### config.mk
export PLATFORM = sky130hd
export DESIGN_NAME = mms_ram
export DESIGN_NICKNAME = d
export VERILOG_FILES = /design/src/hw/rtl/assert_macros.svh /design/src/hw/rtl/mms_ram.sv
export SDC_FILE = /design/constraint.sdc
export NUM_CORES = 2
export LEC_CHECK = 0
export BUFFER_PORTS_ARGS = -buffer_cell sky130_fd_sc_hd__buf_2
export CORE_UTILIZATION = 45
export CTS_BUF_LIST = sky130_fd_sc_hd__clkbuf_16
export DETAILED_ROUTE_END_ITERATION = 10
export REMOVE_ABC_BUFFERS = 1
export SLEW_MARGIN = 10
export SYNTH_ARGS = -nofsm -noshare
export SYNTH_HDL_FRONTEND = slang
export SYNTH_SLANG_ARGS = --single-unit
export TNS_END_PERCENT = 10
### constraint.sdc
create_clock -name clk -period 10.09 [get_ports clk]
set_clock_uncertainty 0.05 [all_clocks]
set_input_delay 1.009 -clock clk [delete_from_list [all_inputs] [get_ports clk]]
set_output_delay 1.009 -clock clk [all_outputs]
set_load 0.005 [all_outputs]
### src/hw/rtl/assert_macros.svh
// shared assertion macros for the stack rtl
`ifndef ASSERT_MACROS_SVH
`define ASSERT_MACROS_SVH

// same-cycle implication, disabled during reset
`define MMS_ASSERT_IMP(lbl, clk, rst_n, ante, cons) \
  lbl: assert property (@(posedge clk) disable iff (!rst_n) (ante) |-> (cons)) \
    else $error("same-cycle check failed");

// next-cycle implication, disabled during reset
`define MMS_ASSERT_NXT(lbl, clk, rst_n, ante, cons) \
  lbl: assert property (@(posedge clk) disable iff (!rst_n) (ante) |=> (cons)) \
    else $error("next-cycle check failed");

`endif

### src/hw/rtl/mms_ram.sv
module mms_ram #(
  parameter int WIDTH = 32,
  parameter int DEPTH = 128
) (
  input  logic                     clk,
  input  logic                     wr_en,
  input  logic [$clog2(DEPTH)-1:0] wr_addr,
  input  logic [WIDTH-1:0]         wr_data,
  input  logic                     rd_en,
  input  logic [$clog2(DEPTH)-1:0] rd_addr,
  output logic [WIDTH-1:0]         rd_data
);

  logic [WIDTH-1:0] mem [DEPTH];

  always_ff @(posedge clk) begin
    if (wr_en) begin
      mem[wr_addr] <= wr_data;
    end
    // registered read, holds when not enabled
    if (rd_en) begin
      rd_data <= mem[rd_addr];
    end
  end

endmodule

---- Word level (Yosys, flattened, before mapping) ----
Memory sizes are Yosys's and may differ from the RTL's. A register that Yosys moved wholly into a read port is not among the register bits.
Index checks and enable logic that the tools add are counted.
Widths: inputs -> output; s select.
word-level totals
  bits in registers ....................... 0
  RAM bits ................................ 4096
  output and inout port bits .............. 32
  memories ................................ 1
memories
  name  depth  bits a word  read ports  clocked after Yosys merged registers in  wr ports  line           source
  mem   128    32           1           1                                        1         mms_ram.sv:14  logic [WIDTH-1:0] mem [DEPTH];
cells by class
  mux-type cells .......................... 2
operators with widths
  cell    count
  $mux 1  2

---- Logic depth before layout (Yosys ltp) ----
  depth after elaboration ................. 2
  mapped depth ............................ 8
  mapped depth without buffers ............ 4

---- Worst setup path before layout ----
No wires, ideal clock.
  kind .................................... input-to-reg
  start point ............................. in wr_en
  end point ............................... mem mem[98][0] (enable)
  arrival ................................. 3.787 ns
  path slack .............................. 5.792 ns
  stages .................................. 3
  path through ............................ clkbuf_1 nand4_1 nor3_1
between the ends
  longest elaborated chain between the ends .. 2
RTL lines
  item                          line           source
  start: declaration            mms_ram.sv:6   input logic wr_en,
  $mux 1                        mms_ram.sv:17  if (wr_en) begin
  $mux 1 (implied by the code)  mms_ram.sv:18  mem[wr_addr] <= wr_data;
  end: declaration              mms_ram.sv:14
No other way between the ends.

==> results.cfg <==
[routing]
ant_nets = 0
vias = 71000
drc = 0
drt_iter0_markers = 10000
wirelength_mm = 426
drt-met1-wl_mm = 166
wl_met2_mm = 204
maxUsedRoutingLayer = met5
drt_pre_antenna_iters = 6
wire_per_inst_um = 37.5
vias_per_cell = 6.25
wl_met3_mm = 42.6

[critical_path]
rr_startpoint = mem[92][22]
worstPathArrival_ns = 5.11
r2r_end = rd_data[22]
startpoint = rd_addr[0]
worstPathMaxFanout = 92
worst_ep_required_time_ns = 10.72
crit_type = in -> reg
rr_worst_depth = 4
r2r_slack_ns = 7.22
crit_path_end_kind = flop
cp-start-kind = input pin

[power_and_ir_drop]
p_per_area_nw_per_um2 = 202
max-vdd-ir-drop_uv = 143
leakagePower_nw = 54.4

[final_layout]
final_core_util_pct = 51.4
num-fill-cells = 26200
nNetsFinal = 6432
drive_gt1_share_pct = 36.0
areaGrowthSynthToFinish_pct = 13.6

[clock_network]
cts_tree = built
cts_resized = 0
numCtsBuffers = 411
clk_pin_slew_ns = 0.06
cts-root-buf = clkbuf_16
cts_setup_buffers = 0
cts_buffer_depth = 4
cts-hold-fix-buffers = 0
cts-htree-levels = 5
clock_latency_ns = 0.97
cts_sinks = 4128

[logic_synthesis]
ys_ff_latch = 4128
yosysSeqAreaShare_pct = 79.2
ys_types = 16
synth_edf_count = 4128
synth_area_um2 = 157000
synth_warnings = 0
synthDominantCellAreaShare_pct = 79.2
yosysMostFrequentCell = edfxtp_1
synth_flop_cell = edfxtp_1
synth.area.top_cells = edfxtp_1 79%, mux4_2 19%, clkbuf_1 0.44%
async_reset_ff_share_pct = 0
postSynthAreaPerCell_um2 = 26.1
synth_cells = 5990
synth_common_cells = 4128 x edfxtp_1, 1344 x mux4_2, 182 x clkbuf_1
yosys.area.top_type = edfxtp_1

[floorplanning]
start_util_pct = 45.2
die_x_um = 592
die_area_um2 = 350000
io_pins = 81
design.core.area_um2 = 346000
die_h_um = 592
rows = 216

[sta]
slew_headroom_pct = 12.0
setup_violations = 0
slew_violations = 0
tightest_slew_ns = 1.32
hold_viol = 0
fin_crit_ns = 4.48
fin_tns_setup_ns = 0
fin_crit_sh_pct = 44.4
fmax_mhz = 223
rsz0062_at_grt = false

[placement]
globalplace.congestion = 0.796
io_buffers = 80
dp_hpwl_mm = 224

[global_routing]
grt_pass1_vias = 71800
grt_pass1_wl_mm = 586
antenna_found_initial = 62
grt_util_all_layers_pct = 24.4
grt_max_degree = 126
gr-total-overflow = 0

[worst_hold_path]
min_path_type = in -> reg
holdPathStages = 1
worstHoldEndpoint = mem[40][18]
hold_start = wr_data[18]

[outcome]
outcome = finished, final reports clean

[flow_run]
cap_viol_max_count = 0
## logic make-up (layout without fill, tap and decap cells)
| family | count (synthesis) | count (layout) | share of synthesized area (%) |
|---|---|---|---|
| flops | 4128 | 4128 | 79.2 |
| simple gates | 170 | 170 | 0.445 |
| mux | 1376 | 1376 | 19.6 |
| other cells | 0 | 50 | 0 |
| buf+inv | 316 | 1051 | 0.837 |
## registers in the layout (all words and copies together), names as in the netlist
name     flops
mem       4096
rd_data     32
## worst max-delay path: stages
cell and delay, ns:
buf_12 0.48, buf_4 0.55, buf_4 0.66, mux4_2 0.59
mux4_2 0.50, mux4_2 0.64, mux2_2 0.32
## where the power goes
part | switching [mW] | internal (mW)
clock network | 6.52 | 8.61
registers | 0.0580 | 19.0
logic | 1.14 | 0.674
## how the worst max path moves through the flow
stage,slack [ns],endpoint,depth (start not counted)
after detailed placement,4.59,rd_data[8],7
after global routing,5.43,rd_data[8],7
after floorplan,5.82,mem[102][0],3
final,5.61,rd_data[8],7
after global placement,4.62,rd_data[8],7
after CTS,5.59,rd_data[8],7
## metal layers
metal  track usage, %  vias up
li1                 -    27300
met1             34.3    39500
met2             38.8     3572
met3             5.59      547
met4             6.77       24
met5                0        -
## cell usage in the layout (no fill, tap or decap), types with 43 or more instances in the layout
master     instances
edfxtp_1        4128
bufinv_16         43
buf_4            230
mux4_2          1344
nor2_4           119
clkbuf_16        417
clkinv_1          61
diode_2           50
clkinv_2         107
inv_1             78
## per-stage QoR
| stage | area, µm² | total power [mW] | instances | setup WS [ns] | hold WS [ns] |
|---|---|---|---|---|---|
| after CTS | 178000 | 36.2 | 11300 | 5.59 | 0.365 |
| after floorplan | 155000 | 20.0 | 5674 | 5.82 | 1.06 |
| final | 178000 | 36.0 | 11400 | 5.61 | 0.431 |
| after global placement | 164000 | 21.2 | 10500 | 4.62 | 1.14 |
| after global routing | 178000 | 36.9 | 11300 | 5.43 | 0.422 |
| after detailed placement | 164000 | 21.2 | 10500 | 4.59 | 1.14 |
## final cells by class
| type | count | area (µm²) | share of cell area (%) |
|---|---|---|---|
| sequential | 4128 | 124000 | 69.7 |
| antenna | 50 | 125 | 0.0703 |
| timing repair buffer | 296 | 2420 | 1.36 |
| clock inverter | 338 | 2890 | 1.63 |
| multi-input combinational | 1546 | 32300 | 18.2 |
| tap | 4578 | 5730 | 3.22 |
| clock buffer | 417 | 10400 | 5.87 |
Note: power is estimated with default switching activity, not from simulation.
